--- config.mk ---
export PLATFORM = sky130hd
export DESIGN_NAME = first_fit_free_list_allocator
export DESIGN_NICKNAME = d
export VERILOG_FILES = /design/src/hdl/ffa_pkg.sv /design/src/hdl/ffa_slot_cell.sv /design/src/hdl/ffa_free_cell.sv /design/src/hdl/first_fit_free_list_allocator.sv
export SDC_FILE = /design/constraint.sdc
export NUM_CORES = 2
export LEC_CHECK = 0
export ABC_AREA = 1
export BUFFER_PORTS_ARGS = -buffer_cell sky130_fd_sc_hd__buf_2
export CELL_PAD_IN_SITES_DETAIL_PLACEMENT = 1
export CELL_PAD_IN_SITES_GLOBAL_PLACEMENT = 1
export CORE_ASPECT_RATIO = 1.5
export CORE_MARGIN = 2
export CORE_UTILIZATION = 53
export CTS_BUF_LIST = sky130_fd_sc_hd__clkbuf_16
export CTS_CLUSTER_DIAMETER = 50
export DETAILED_ROUTE_END_ITERATION = 8
export MAX_ROUTING_LAYER = met4
export PLACE_DENSITY = 0.86
export SETUP_SLACK_MARGIN = 0.1
export SKIP_LAST_GASP = 1
export SLEW_MARGIN = 20
export SYNTH_ARGS = -nofsm -noshare
export SYNTH_HDL_FRONTEND = slang
export SYNTH_HIERARCHICAL = 1
export SYNTH_SLANG_ARGS = --single-unit
--- constraint.sdc ---
create_clock -name clk -period 25.9 [get_ports clk]
set_input_delay 3.885 -clock clk [delete_from_list [all_inputs] [get_ports clk]]
set_output_delay 3.885 -clock clk [all_outputs]
set_load 0.05 [all_outputs]
--- src/hdl/ffa_pkg.sv ---
`timescale 1ns / 1ps
// Shared constants, codes and default link types of the first-fit allocator.
// No dependencies; the design files refer to it by scoped names and the bench imports it.
package ffa_pkg;

    localparam int CHUNK_SLOTS_DEF  = 16;
    localparam int HEADER_BYTES_DEF = 8;
    localparam int ADDR_BITS_DEF    = 20;

    // Fixed field widths of the request, result and register ports
    localparam int REG_BITS       = 20;
    localparam int STATUS_BITS    = 3;
    localparam int CFG_INDEX_BITS = 1;

    localparam int SLOT_BITS_DEF = $clog2(CHUNK_SLOTS_DEF);
    localparam int CNT_BITS_DEF  = $clog2(CHUNK_SLOTS_DEF + 1);
    localparam int CMP_BITS_DEF  = (ADDR_BITS_DEF > REG_BITS) ? ADDR_BITS_DEF : REG_BITS;

    localparam logic [REG_BITS-1:0] HEAP_BASE_RESET  = 20'd4096;
    localparam logic [REG_BITS-1:0] HEAP_LIMIT_RESET = 20'hFFFFF;

    localparam logic [CFG_INDEX_BITS-1:0] CFG_HEAP_BASE  = 1'b0;
    localparam logic [CFG_INDEX_BITS-1:0] CFG_HEAP_LIMIT = 1'b1;

    localparam logic MODE_ALLOC = 1'b0;
    localparam logic MODE_FREE  = 1'b1;

    typedef enum logic [STATUS_BITS-1:0] {
        ST_REUSED     = 3'd0,
        ST_NEW        = 3'd1,
        ST_ZERO       = 3'd2,
        ST_HEAP_FULL  = 3'd3,
        ST_TABLE_FULL = 3'd4,
        ST_FREED      = 3'd5,
        ST_NULL       = 3'd6,
        ST_BAD_FREE   = 3'd7
    } status_t;

    // Free chain operations
    typedef enum logic [1:0] {
        FOP_HOLD   = 2'd0,
        FOP_PUSH   = 2'd1,
        FOP_ROTATE = 2'd2,
        FOP_DROP   = 2'd3
    } free_op_t;

    // Default link types at the default sizes; the top level hands down its own
    typedef struct packed {
        logic [SLOT_BITS_DEF-1:0] slot;
        logic [REG_BITS-1:0]      bytes;
        logic [ADDR_BITS_DEF-1:0] user;
    } entry_t;

    typedef struct packed {
        logic   valid;
        logic   found;
        logic   was_free;
        entry_t ent;
    } probe_t;

    typedef struct packed {
        logic [CNT_BITS_DEF-1:0]  count;
        logic                     clear_en;
        logic                     set_en;
        logic [SLOT_BITS_DEF-1:0] mod_slot;
        logic                     write_en;
        entry_t                   wr;
        logic [CMP_BITS_DEF-1:0]  match_addr;
    } slot_ctl_t;

    typedef struct packed {
        free_op_t                 op;
        logic [SLOT_BITS_DEF-1:0] tail;
        entry_t                   head_in;
    } free_ctl_t;

endpackage

--- src/hdl/ffa_slot_cell.sv ---
`timescale 1ns / 1ps
// One chunk table cell: user address, size and free flag of one carved chunk,
// plus one stage of the address probe chain. Depends on ffa_pkg.
module ffa_slot_cell #(
    parameter int  IDX        = 0,
    parameter int  SLOT_BITS  = ffa_pkg::SLOT_BITS_DEF,
    parameter int  CNT_BITS   = ffa_pkg::CNT_BITS_DEF,
    parameter int  CMP_BITS   = ffa_pkg::CMP_BITS_DEF,
    parameter type entry_t    = ffa_pkg::entry_t,
    parameter type probe_t    = ffa_pkg::probe_t,
    parameter type slot_ctl_t = ffa_pkg::slot_ctl_t
) (
    input  logic      clk,
    input  logic      rst_n,
    input  slot_ctl_t ctl,
    input  probe_t    probe_in,
    output probe_t    probe_out
);

    localparam logic [SLOT_BITS-1:0] MY_SLOT  = SLOT_BITS'(IDX);
    localparam logic [CNT_BITS-1:0]  MY_COUNT = CNT_BITS'(IDX);

    entry_t ent_reg;
    logic   is_free_reg;
    probe_t probe_reg;
    probe_t probe_next;
    logic   carved;
    logic   hit;

    assign carved = (MY_COUNT < ctl.count);
    // only the first carved chunk with this user address answers
    assign hit = probe_in.valid && !probe_in.found && carved &&
                 (CMP_BITS'(ent_reg.user) == ctl.match_addr);

    always_comb
    begin
        probe_next = probe_in;
        if (hit)
        begin
            probe_next.found    = 1'b1;
            probe_next.was_free = is_free_reg;
            probe_next.ent      = ent_reg;
        end
    end

    // the written slot field already equals this cell's slot
    always_ff @(posedge clk)
    begin
        if (ctl.write_en && (ctl.wr.slot == MY_SLOT))
        begin
            ent_reg <= ctl.wr;
        end
    end

    always_ff @(posedge clk or negedge rst_n)
    begin
        if (!rst_n)
        begin
            is_free_reg <= 1'b0;
            probe_reg   <= '0;
        end
        else
        begin
            probe_reg <= probe_next;
            if (ctl.write_en && (ctl.wr.slot == MY_SLOT))
            begin
                is_free_reg <= 1'b0;
            end
            else if (ctl.clear_en && (ctl.mod_slot == MY_SLOT))
            begin
                is_free_reg <= 1'b0;
            end
            else if (ctl.set_en && (ctl.mod_slot == MY_SLOT))
            begin
                is_free_reg <= 1'b1;
            end
        end
    end

    assign probe_out = probe_reg;

endmodule

--- src/hdl/ffa_free_cell.sv ---
`timescale 1ns / 1ps
// One free list cell: holds the list entry at its position and moves it to a
// neighbor on push, rotate and drop. Depends on ffa_pkg.
module ffa_free_cell #(
    parameter int  IDX        = 0,
    parameter int  SLOT_BITS  = ffa_pkg::SLOT_BITS_DEF,
    parameter type entry_t    = ffa_pkg::entry_t,
    parameter type free_ctl_t = ffa_pkg::free_ctl_t
) (
    input  logic      clk,
    input  free_ctl_t ctl,
    input  entry_t    left,
    input  entry_t    right,
    output entry_t    q
);

    localparam logic [SLOT_BITS-1:0] MY_POS = SLOT_BITS'(IDX);

    entry_t ent_reg;
    entry_t ent_next;

    always_comb
    begin
        ent_next = ent_reg;
        unique case (ctl.op)
            ffa_pkg::FOP_HOLD:
            begin
                ent_next = ent_reg;
            end
            ffa_pkg::FOP_PUSH:
            begin
                ent_next = (IDX == 0) ? ctl.head_in : left;
            end
            ffa_pkg::FOP_ROTATE:
            begin
                // the head wraps around to the tail
                if (MY_POS < ctl.tail)
                    ent_next = right;
                else if (MY_POS == ctl.tail)
                    ent_next = ctl.head_in;
            end
            ffa_pkg::FOP_DROP:
            begin
                if (MY_POS < ctl.tail)
                    ent_next = right;
            end
        endcase
    end

    always_ff @(posedge clk)
    begin
        ent_reg <= ent_next;
    end

    assign q = ent_reg;

endmodule

--- src/hdl/first_fit_free_list_allocator.sv ---
`timescale 1ns / 1ps
// First-fit free list allocator, top level: request FSM, registers and the two cell chains.
// Depends on ffa_pkg, ffa_slot_cell and ffa_free_cell.
//
// Each request transfer is an allocate (mode 0) or a free (mode 1) and gives exactly one
// result transfer. The block takes one request at a time. An allocate walks the free list,
// which sits in a chain of cells that rotates one place per cycle. A reuse examines each
// free entry once, closes the scan, passes the finish state and then the output register.
// A new chunk, heap full or table full result also passes the carve decision before the
// finish state. A free sends the address down the chunk table chain, one cell per cycle.
// A zero size allocate and a null free go straight to the finish state. The result waits
// in an output register, so the next request is taken while it is stalled.
// Write heap_base and heap_limit only while the block is idle; a heap_base write also moves
// the break pointer while no chunk has been carved. There is no clearing pass after reset.
module first_fit_free_list_allocator #(
    parameter int CHUNK_SLOTS  = ffa_pkg::CHUNK_SLOTS_DEF,
    parameter int HEADER_BYTES = ffa_pkg::HEADER_BYTES_DEF,
    parameter int ADDR_BITS    = ffa_pkg::ADDR_BITS_DEF
) (
    input  logic                                 clk,
    input  logic                                 rst_n,
    // configuration
    input  logic                                 cfg_write_en,
    input  logic [ffa_pkg::CFG_INDEX_BITS-1:0]   cfg_index,
    input  logic [ffa_pkg::REG_BITS-1:0]         cfg_data,
    // request channel
    input  logic                                 in_valid,
    output logic                                 in_stall,
    input  logic                                 mode,
    input  logic [ffa_pkg::REG_BITS-1:0]         request_size,
    input  logic [ffa_pkg::REG_BITS-1:0]         free_address,
    // result channel
    output logic                                 out_valid,
    input  logic                                 out_stall,
    output logic [ADDR_BITS-1:0]                 user_address,
    output logic [ffa_pkg::STATUS_BITS-1:0]      status
);

    localparam int REG_BITS  = ffa_pkg::REG_BITS;
    localparam int SLOT_BITS = $clog2(CHUNK_SLOTS);
    localparam int CNT_BITS  = $clog2(CHUNK_SLOTS + 1);
    localparam int CMP_BITS  = (ADDR_BITS > REG_BITS) ? ADDR_BITS : REG_BITS;
    localparam int SUM_BITS  = CMP_BITS + 2;

    localparam logic [CNT_BITS-1:0] FULL_COUNT = CNT_BITS'(CHUNK_SLOTS);

    typedef struct packed {
        logic [SLOT_BITS-1:0] slot;
        logic [REG_BITS-1:0]  bytes;
        logic [ADDR_BITS-1:0] user;
    } entry_t;

    typedef struct packed {
        logic   valid;
        logic   found;
        logic   was_free;
        entry_t ent;
    } probe_t;

    typedef struct packed {
        logic [CNT_BITS-1:0]  count;
        logic                 clear_en;
        logic                 set_en;
        logic [SLOT_BITS-1:0] mod_slot;
        logic                 write_en;
        entry_t               wr;
        logic [CMP_BITS-1:0]  match_addr;
    } slot_ctl_t;

    typedef struct packed {
        ffa_pkg::free_op_t    op;
        logic [SLOT_BITS-1:0] tail;
        entry_t               head_in;
    } free_ctl_t;

    typedef enum logic [4:0] {
        S_IDLE   = 5'b00001,
        S_SCAN   = 5'b00010,
        S_CARVE  = 5'b00100,
        S_PROBE  = 5'b01000,
        S_FINISH = 5'b10000
    } state_t;

    state_t                 state_reg, state_next;
    logic [REG_BITS-1:0]    heap_base_reg, heap_base_next;
    logic [REG_BITS-1:0]    heap_limit_reg, heap_limit_next;
    logic [ADDR_BITS-1:0]   bp_reg, bp_next;
    logic [CNT_BITS-1:0]    chunk_count_reg, chunk_count_next;
    logic [CNT_BITS-1:0]    free_count_reg, free_count_next;
    logic [REG_BITS-1:0]    size_reg, size_next;
    logic [CMP_BITS-1:0]    addr_reg, addr_next;
    logic [CNT_BITS-1:0]    steps_reg, steps_next;
    logic [SLOT_BITS-1:0]   tail_reg, tail_next;
    logic                   found_reg, found_next;
    logic [ADDR_BITS-1:0]   found_user_reg, found_user_next;
    logic [ADDR_BITS-1:0]   res_addr_reg, res_addr_next;
    ffa_pkg::status_t       res_status_reg, res_status_next;
    logic                   out_valid_reg, out_valid_next;
    logic [ADDR_BITS-1:0]   out_addr_reg, out_addr_next;
    ffa_pkg::status_t       out_status_reg, out_status_next;

    logic                   accept;
    logic [SUM_BITS-1:0]    carve_user_sum;
    logic [SUM_BITS-1:0]    carve_next_sum;
    logic                   head_fits;
    logic                   free_bad;
    logic [CNT_BITS-1:0]    count_less_one;

    slot_ctl_t              slot_ctl;
    free_ctl_t              free_ctl;
    probe_t                 probe_launch;
    probe_t                 probe_q [CHUNK_SLOTS];
    probe_t                 probe_end;
    entry_t                 free_q [CHUNK_SLOTS];

    assign in_stall = (state_reg != S_IDLE);
    assign accept   = in_valid && !in_stall;

    assign carve_user_sum = SUM_BITS'(bp_reg) + SUM_BITS'(HEADER_BYTES);
    assign carve_next_sum = carve_user_sum + SUM_BITS'(size_reg);
    assign head_fits      = (free_q[0].bytes >= size_reg);
    assign probe_end      = probe_q[CHUNK_SLOTS-1];
    assign count_less_one = free_count_reg - CNT_BITS'(1);
    assign free_bad       = !probe_end.found || probe_end.was_free ||
                            (free_count_reg == FULL_COUNT);

    always_comb
    begin
        state_next       = state_reg;
        heap_base_next   = heap_base_reg;
        heap_limit_next  = heap_limit_reg;
        bp_next          = bp_reg;
        chunk_count_next = chunk_count_reg;
        free_count_next  = free_count_reg;
        size_next        = size_reg;
        addr_next        = addr_reg;
        steps_next       = steps_reg;
        tail_next        = tail_reg;
        found_next       = found_reg;
        found_user_next  = found_user_reg;
        res_addr_next    = res_addr_reg;
        res_status_next  = res_status_reg;
        out_addr_next    = out_addr_reg;
        out_status_next  = out_status_reg;
        out_valid_next   = out_valid_reg && out_stall;

        slot_ctl            = '0;
        slot_ctl.count      = chunk_count_reg;
        slot_ctl.match_addr = addr_reg;
        free_ctl            = '0;
        free_ctl.op         = ffa_pkg::FOP_HOLD;
        free_ctl.tail       = tail_reg;
        free_ctl.head_in    = free_q[0];
        probe_launch        = '0;

        // the user must write configuration only while idle; the block does not enforce it
        if (cfg_write_en)
        begin
            unique case (cfg_index)
                ffa_pkg::CFG_HEAP_BASE:
                begin
                    heap_base_next = cfg_data;
                    if (chunk_count_reg == '0)
                        bp_next = ADDR_BITS'(cfg_data);
                end
                ffa_pkg::CFG_HEAP_LIMIT:
                begin
                    heap_limit_next = cfg_data;
                end
            endcase
        end

        unique case (state_reg)
            S_IDLE:
            begin
                if (accept)
                begin
                    res_addr_next = '0;
                    if (mode == ffa_pkg::MODE_ALLOC)
                    begin
                        if (request_size == '0)
                        begin
                            res_status_next = ffa_pkg::ST_ZERO;
                            state_next      = S_FINISH;
                        end
                        else
                        begin
                            size_next  = request_size;
                            steps_next = free_count_reg;
                            tail_next  = count_less_one[SLOT_BITS-1:0];
                            found_next = 1'b0;
                            state_next = S_SCAN;
                        end
                    end
                    else if (free_address == '0)
                    begin
                        res_status_next = ffa_pkg::ST_NULL;
                        state_next      = S_FINISH;
                    end
                    else
                    begin
                        // launch the address down the chunk table chain; the first
                        // cell compares against the incoming address this cycle
                        addr_next           = CMP_BITS'(free_address);
                        slot_ctl.match_addr = CMP_BITS'(free_address);
                        probe_launch.valid  = 1'b1;
                        state_next          = S_PROBE;
                    end
                end
            end
            S_SCAN:
            begin
                if (steps_reg != '0)
                begin
                    steps_next = steps_reg - CNT_BITS'(1);
                    if (!found_reg && head_fits)
                    begin
                        // take the head out of the list for good
                        free_ctl.op       = ffa_pkg::FOP_DROP;
                        tail_next         = tail_reg - SLOT_BITS'(1);
                        free_count_next   = count_less_one;
                        found_next        = 1'b1;
                        found_user_next   = free_q[0].user;
                        slot_ctl.clear_en = 1'b1;
                        slot_ctl.mod_slot = free_q[0].slot;
                    end
                    else
                    begin
                        free_ctl.op = ffa_pkg::FOP_ROTATE;
                    end
                end
                else if (found_reg)
                begin
                    res_addr_next   = found_user_reg;
                    res_status_next = ffa_pkg::ST_REUSED;
                    state_next      = S_FINISH;
                end
                else
                begin
                    state_next = S_CARVE;
                end
            end
            S_CARVE:
            begin
                state_next = S_FINISH;
                if (carve_next_sum > SUM_BITS'(heap_limit_reg))
                begin
                    res_status_next = ffa_pkg::ST_HEAP_FULL;
                end
                else if (chunk_count_reg == FULL_COUNT)
                begin
                    res_status_next = ffa_pkg::ST_TABLE_FULL;
                end
                else
                begin
                    slot_ctl.write_en = 1'b1;
                    slot_ctl.wr.slot  = chunk_count_reg[SLOT_BITS-1:0];
                    slot_ctl.wr.bytes = size_reg;
                    slot_ctl.wr.user  = carve_user_sum[ADDR_BITS-1:0];
                    chunk_count_next  = chunk_count_reg + CNT_BITS'(1);
                    bp_next           = carve_next_sum[ADDR_BITS-1:0];
                    res_addr_next     = carve_user_sum[ADDR_BITS-1:0];
                    res_status_next   = ffa_pkg::ST_NEW;
                end
            end
            S_PROBE:
            begin
                if (probe_end.valid)
                begin
                    state_next = S_FINISH;
                    if (free_bad)
                    begin
                        res_status_next = ffa_pkg::ST_BAD_FREE;
                    end
                    else
                    begin
                        // mark the chunk free and push it at the list head
                        slot_ctl.set_en   = 1'b1;
                        slot_ctl.mod_slot = probe_end.ent.slot;
                        free_ctl.op       = ffa_pkg::FOP_PUSH;
                        free_ctl.head_in  = probe_end.ent;
                        free_count_next   = free_count_reg + CNT_BITS'(1);
                        res_status_next   = ffa_pkg::ST_FREED;
                    end
                end
            end
            S_FINISH:
            begin
                // hold until the output register is empty or being drained
                if (!out_valid_reg || !out_stall)
                begin
                    out_valid_next  = 1'b1;
                    out_addr_next   = res_addr_reg;
                    out_status_next = res_status_reg;
                    state_next      = S_IDLE;
                end
            end
            default:
            begin
                state_next = S_IDLE;
            end
        endcase
    end

    always_ff @(posedge clk or negedge rst_n)
    begin
        if (!rst_n)
        begin
            state_reg       <= S_IDLE;
            heap_base_reg   <= ffa_pkg::HEAP_BASE_RESET;
            heap_limit_reg  <= ffa_pkg::HEAP_LIMIT_RESET;
            bp_reg          <= ADDR_BITS'(ffa_pkg::HEAP_BASE_RESET);
            chunk_count_reg <= '0;
            free_count_reg  <= '0;
            steps_reg       <= '0;
            found_reg       <= 1'b0;
            out_valid_reg   <= 1'b0;
        end
        else
        begin
            state_reg       <= state_next;
            heap_base_reg   <= heap_base_next;
            heap_limit_reg  <= heap_limit_next;
            bp_reg          <= bp_next;
            chunk_count_reg <= chunk_count_next;
            free_count_reg  <= free_count_next;
            steps_reg       <= steps_next;
            found_reg       <= found_next;
            out_valid_reg   <= out_valid_next;
        end
    end

    // request and result payload, no reset needed
    always_ff @(posedge clk)
    begin
        size_reg       <= size_next;
        addr_reg       <= addr_next;
        tail_reg       <= tail_next;
        found_user_reg <= found_user_next;
        res_addr_reg   <= res_addr_next;
        res_status_reg <= res_status_next;
        out_addr_reg   <= out_addr_next;
        out_status_reg <= out_status_next;
    end

    // chunk table chain: the probe advances one cell per cycle
    for (genvar k = 0; k < CHUNK_SLOTS; k++)
    begin : g_slot
        probe_t probe_in_k;
        if (k == 0)
        begin : g_first
            assign probe_in_k = probe_launch;
        end
        else
        begin : g_rest
            assign probe_in_k = probe_q[k-1];
        end

        ffa_slot_cell #(
            .IDX        (k),
            .SLOT_BITS  (SLOT_BITS),
            .CNT_BITS   (CNT_BITS),
            .CMP_BITS   (CMP_BITS),
            .entry_t    (entry_t),
            .probe_t    (probe_t),
            .slot_ctl_t (slot_ctl_t)
        ) u_slot (
            .clk       (clk),
            .rst_n     (rst_n),
            .ctl       (slot_ctl),
            .probe_in  (probe_in_k),
            .probe_out (probe_q[k])
        );
    end

    // free list chain: position 0 is the most recently freed chunk
    for (genvar k = 0; k < CHUNK_SLOTS; k++)
    begin : g_free
        entry_t left_k;
        entry_t right_k;
        if (k == 0)
        begin : g_left_end
            assign left_k = free_ctl.head_in;
        end
        else
        begin : g_left
            assign left_k = free_q[k-1];
        end
        if (k == CHUNK_SLOTS - 1)
        begin : g_right_end
            assign right_k = free_ctl.head_in;
        end
        else
        begin : g_right
            assign right_k = free_q[k+1];
        end

        ffa_free_cell #(
            .IDX        (k),
            .SLOT_BITS  (SLOT_BITS),
            .entry_t    (entry_t),
            .free_ctl_t (free_ctl_t)
        ) u_free (
            .clk   (clk),
            .ctl   (free_ctl),
            .left  (left_k),
            .right (right_k),
            .q     (free_q[k])
        );
    end

    assign out_valid    = out_valid_reg;
    assign user_address = out_addr_reg;
    assign status       = out_status_reg;

    // free entries are always a subset of the carved chunks
    a_free_within_carved: assert property (@(posedge clk) disable iff (!rst_n)
        free_count_reg <= chunk_count_reg)
        else $error("free count exceeds carved chunk count");

    a_table_bound: assert property (@(posedge clk) disable iff (!rst_n)
        chunk_count_reg <= FULL_COUNT)
        else $error("chunk count beyond table size");

    // a probe only reaches the end of the chain while a free waits for it
    a_probe_in_probe_state: assert property (@(posedge clk) disable iff (!rst_n)
        probe_end.valid |-> state_reg == S_PROBE)
        else $error("probe arrived outside free request");

    a_scan_exit: assert property (@(posedge clk) disable iff (!rst_n)
        (state_reg == S_SCAN) && (steps_reg == '0) |=>
        (state_reg == S_FINISH) || (state_reg == S_CARVE))
        else $error("free list scan did not terminate");

    a_fail_has_null: assert property (@(posedge clk) disable iff (!rst_n)
        out_valid && (status != ffa_pkg::ST_REUSED) && (status != ffa_pkg::ST_NEW)
        |-> user_address == '0)
        else $error("nonzero address on a failed or free result");

endmodule

# Word level (Yosys, flattened, before mapping)
# Index checks and enable logic that the tools add are counted.
# word_totals
out_inout_bits,25
ff_bits,2348
wordCells,776
input_bits,67
# op_classes
addsub,7
muxes,212
bitwise_logic,5
n_eq_ne,118
n_reduce_logical,176
order_cmp,34
# ops
cell,count
$mux W44,51
$pmux W44 S3,16
$mux W46,16
$eq A20 B20 Y1,16
$mux W20,15
$mux W45,3
$logic_and A1 B1 Y1,98
$mux W5,18
$mux W1,66
$eq A4 B4 Y1 const B,16
$pmux W20 S3,1
$reduce_and A3 Y1,18
$reduce_bool A3 Y1,17
$ne A3 B1 Y1 const B,16
$logic_not A20 Y1,2
$lt A4 B5 Y1 const A,8
$ne A2 B1 Y1 const B,17
$eq A4 B3 Y1 const B,8
$eq A4 B4 Y1 const A,8
$lt A4 B4 Y1 const A,8
$mux W4,7
$mux W3,9
$pmux W5 S5,1
$add A21 B20 Y22,1
47 further kinds,116

# Longest topological paths before layout
# depth
depth_word,11
mapped_depth,35
depth_no_buf,35

# By module
# The synthesis kept the hierarchy.
# by_module_without_submodules
mod,instances,cells_per_inst,seq_area_each_um2,area_each_um2
first_fit_free_list_allocator,1,1353,4682.0,10573.9
ffa_slot_cell (g_slot[8].u_slot),1,416,2522.4,4309.1
ffa_slot_cell (g_slot[10].u_slot),1,420,2522.4,4294.1
ffa_slot_cell (g_slot[6].u_slot),1,369,2522.4,3801.1
ffa_slot_cell (g_slot[2].u_slot),1,367,2522.4,3787.4
ffa_slot_cell (g_slot[4].u_slot),1,368,2522.4,3783.6
ffa_slot_cell (g_slot[13].u_slot),1,367,2522.4,3781.1
ffa_slot_cell (g_slot[9].u_slot),1,369,2522.4,3781.1
ffa_slot_cell (g_slot[14].u_slot),1,368,2522.4,3776.1
ffa_slot_cell (g_slot[7].u_slot),1,363,2522.4,3774.9
ffa_slot_cell (g_slot[12].u_slot),1,367,2522.4,3771.1
ffa_slot_cell (g_slot[0].u_slot),1,366,2522.4,3767.4
ffa_slot_cell (g_slot[5].u_slot),1,365,2522.4,3762.4
ffa_slot_cell (g_slot[11].u_slot),1,361,2522.4,3751.1
19 more rows,-,-,-,-

# Least setup slack after synthesis
# Ideal clock, no wire load.
# synth_path
path_kind,register to register
startpoint,register bp_reg[3]
endpoint,"register g_slot[4].u_slot/ent_reg[0] (netlist bit), enable pin"
path_buffers,0
path_slack_ns,16.370
required_time_ns,25.342
setup_ns,0.558
arrival_ns,8.972
stages_incl_launch_ff,30
synth_period_minus_slack_ns,9.530
path_cell_list,dfrtp_1 > ha_1 > nand3_1 > nor2_1 > inv_1 > nor2_1 > nand4_1 > nor2_1 > nand3_1 > xor2_1 > inv_1 > ha_1 > nand2_1 > inv_1 > nand2_1 > nor2_1 > nand4_1 > nand3_1 > xor2_1 > ha_1 > a21oi_1 > a21boi_0 > nand2_1 > nand2_1 > nand3_1 > nor2_4 > nand2_1 > nor2_1 > nand2_1 > nor4_1
# synth_rtl
item,line_no,source
start: declaration,first_fit_free_list_allocator.sv:87,"logic [ADDR_BITS-1:0] bp_reg, bp_next;"
start signal: assignment,first_fit_free_list_allocator.sv:312,bp_reg <= ADDR_BITS'(ffa_pkg::HEAP_BASE_RESET);
start signal: assignment,first_fit_free_list_allocator.sv:324,bp_reg <= bp_next;
end signal: assignment,ffa_slot_cell.sv:51,ent_reg <= ctl.wr;
end: declaration,ffa_slot_cell.sv:23,entry_t ent_reg;

==> results.tsv <==
metric	value	unit
setup_viol	0	
grt_pass1_vias	118000	
start_kind	flip-flop	
core	0.229	mm²
synth_compound_area_share	4.51	%
cts_tree	built	
cts_resized	0	
cap_viol_max_count	0	
hold_violations	0	
dr.pass1.iters	8	
cts_max_level	4	
synth_mux_area_share	0.0174	%
wl_per_cell	26.6	µm
die_area	0.234	mm²
synth_flop_cell	edfxtp_1	
startpoint	bp_reg[3]$_DFF_PN0_	
worst_slew_margin_rel	14.7	%
critPathKind	reg -> reg	
final.fill_count	27200	
fin_ws	17.02	ns
initial_utilization	53.4	%
worst-r2r-cell-count	29	
yosysWarnings	6	
finalSetupTns	0	ns
largest_register_ff_count	752	
cpMaxStageDelayCell	xor2_1	
drt-total-wl	470	mm
dpl_cell_area	0.124	mm²
worstPathRequired	26.49	ns
drc	0	
cts_root_buf	clkbuf_16	
leakage	64.7	nW
clkTransAtPathRegs	0.07	ns
maxSlewViolCount	0	
synth_edf_count	1498	
power.total	13.5	mW
synth_top_family_by_area	simple AND/OR/NAND/NOR gates	
drive_gt1_share	7.84	%
routabilityCongestion	0.955	
cts-buffers-inserted	240	
syn_to_final_growth	8.19	%
grt_pass1_wl	705	mm
hold_start	g_slot[7].u_slot/probe_out[46]$_DFF_PN0_	
vias	107000	
yosysUniqueCellTypes	59	
period_minus_slack	8.88	ns
rsz0062_at_grt	no	
synthAdderAreaFrac	0.744	%
fin_crit_sh	34.3	%
slowest_delay	0.95	ns
ioPinCount	92	
critPathCaptureType	flip-flop	
vias_per_cell	6.06	
antenna_found_initial	26	
die_h	592	µm
track_usage	40.9	%
p_per_area	102	mW/mm²
worst_ir_drop_vdd	123	µV
seq_area_frac_synth	54.2	%
hold_path.class	reg -> reg	
r2r_end	g_slot[13].u_slot/ent_reg[8]$_DFFE_PP_	
numPortBuffers	91	
finClkSkew	0.0903	ns
final_area	0.132	mm²
gr-total-overflow	0	
postRouteAntennaNets	0	
whs	0.384	ns
max_freq	0.113	GHz
nets	14500	
hpwlAfterDp	315	mm
synth_xor_xnor_area_share	0.394	%
status	finished, final reports clean	
worstPathMaxFanout	32	
netlist_instances	14500	
grt_max_degree	160	
post_cts_buffers	0	
endpoint	g_slot[13].u_slot/ent_reg[8]$_DFFE_PP_	
cts_sinks	2348	
synthSimpleGateAreaFrac	28.2	%
clock_path_buffers	4	
worstMarginPinSlew	1.28	ns
synthArstFlopShare	35.3	%
die_w	396	µm
syn-cell-area	0.122	mm²
arrival	9.47	ns
r2r_slack	17.02	ns
ctsHoldBuffers	0	
drt_iter0_markers	9205	
r2r_start	bp_reg[3]$_DFF_PN0_	
clock_latency	0.97	ns
preCtsSetupSlack	17.10	ns
ys_ff_latch	2348	
avgSynthCellArea	8.42	µm²
rows	215	
==> power breakdown <==
part / internal [mW] / switching (mW)
Clock: 1.93 / 1.58
Sequential: 4.66 / 0.302
Combinational: 1.23 / 3.76
Total: 7.82 / 5.65
==> how the worst min path moves through the flow <==
stage	slack [ns]	cells after the start	end
2_1_floorplan	0.35	0	g_slot[11].u_slot/probe_out[46]$_DFF_PN0_
3_3_place_gp	0.36	0	g_slot[14].u_slot/probe_out[46]$_DFF_PN0_
3_5_place_dp	0.37	0	g_slot[11].u_slot/probe_out[46]$_DFF_PN0_
4_1_cts	0.39	0	g_slot[11].u_slot/probe_out[46]$_DFF_PN0_
5_1_grt	0.39	0	g_slot[14].u_slot/probe_out[46]$_DFF_PN0_
6_report	0.38	0	g_slot[8].u_slot/probe_out[46]$_DFF_PN0_
==> area by class of cell <==
class | instances | area, µm² | share of cell area [%]
Timing Repair Buffer | 311 | 2220 | 1.68
Multi-Input combinational cell | 8804 | 42100 | 31.8
Antenna cell | 20 | 50.0 | 0.0379
Inverter | 2705 | 10200 | 7.68
Tap cell | 3038 | 3800 | 2.88
Clock buffer | 250 | 6260 | 4.73
Sequential cell | 2348 | 66200 | 50.1
Clock inverter | 182 | 1420 | 1.07
==> stage by stage <==
| stage | std cells | util, % |
|---|---|---|
| 2_1_floorplan | 14600 | - |
| 3_3_place_gp | 17200 | 54.3 |
| 3_5_place_dp | 17200 | 54.3 |
| 4_1_cts | 17600 | 57.7 |
| 5_1_grt | 17700 | 57.7 |
| 6_report | 17700 | 57.7 |
==> critical path: cells and delay by family, from the launching register on <==
kind            cells  cell delay, ns
xor+xnor            2            1.27
flops               1            0.63
compound gates      2            0.38
simple gates       15            2.79
buf+inv             7            2.36
fa+ha+maj           3            1.00
==> synthesized netlist by cell type, drive strengths merged (3+ instances only) <==
cell	number	area [µm²]
a21o	12	90.1
dfxtp	20	400
nand2	4903	18600
o22ai	45	282
inv	2703	10100
buf	624	4100
dfstp	22	578
a221oi	6	52.6
nor3	22	120
xnor2	26	228
o21ai	679	3650
o21bai	98	1030
a21oi	57	289
dfrtp	808	20200
nor4	18	128
nor2	445	2440
or2	15	93.8
nand3	1447	7510
xor2	29	254
clkbuf	69	324
nand3b	135	1010
a21boi	6	45.0
nand4	723	4540
a31oi	4	25.0
ha	71	888
nor3b	6	45.0
edfxtp	1498	45000
o211ai	3	22.5
==> metal layers <==
| layer | share of wire [%] | GRT usage, % | up-vias |
|---|---|---|---|
| met4 | 8.5 | 31.5 | 0 |
| met5 | 0 | - | - |
| met3 | 7.1 | 6.75 | 2325 |
| li1 | - | - | 46000 |
| met1 | 33 | 40.6 | 53500 |
| met2 | 51 | 71.3 | 5278 |
==> cells by family (layout without fill, tap and decap cells) <==
group           count (synthesis)  count (layout)
simple gates                 7715            7715
mux                             2               2
xor+xnor                       55              55
compound gates                913             913
fa+ha+maj                      72              72
other cells                     1              67
flops                        2348            2348
buf+inv                      3398            3448
==> layout by cell type, fill, tap and decap left out, types with 12 or more instances in the layout <==
cell        netlist  layout
nor2_1          337     308
o21bai_2         78      78
o22ai_1          45      45
o21ai_2          63      72
dfxtp_1          20      20
clkinv_2          0      41
bufinv_16         0      19
buf_4            63     211
edfxtp_1       1498    1498
dfstp_2          22      22
xnor2_1          26      26
a21oi_1          56      54
nor2_2           40      43
a21o_1           12      12
clkbuf_16         0     250
clkinv_1          2      43
nand3_1        1414    1412
nand3b_1        135     135
inv_1          2655    2697
nand2_2          29      38
conb_1            1      47
dfrtp_1         808     808
nor3_1           20      17
nor2_4           50      76
o21ai_1         305     310
inv_2            47      51
ha_1             71      69
diode_2           0      20
nand3_4          14      14
clkinvlp_4        0      15
nand3_2          19      21
nor2_8           18      18
nand2_1        4861    4849
o21bai_1         20      20
buf_2           415      90
xor2_1           29      28
nand2_4          13      15
o21ai_0         310     289
nand4_1         721     721
No activity file was read; power rests on OpenSTA's default activity.
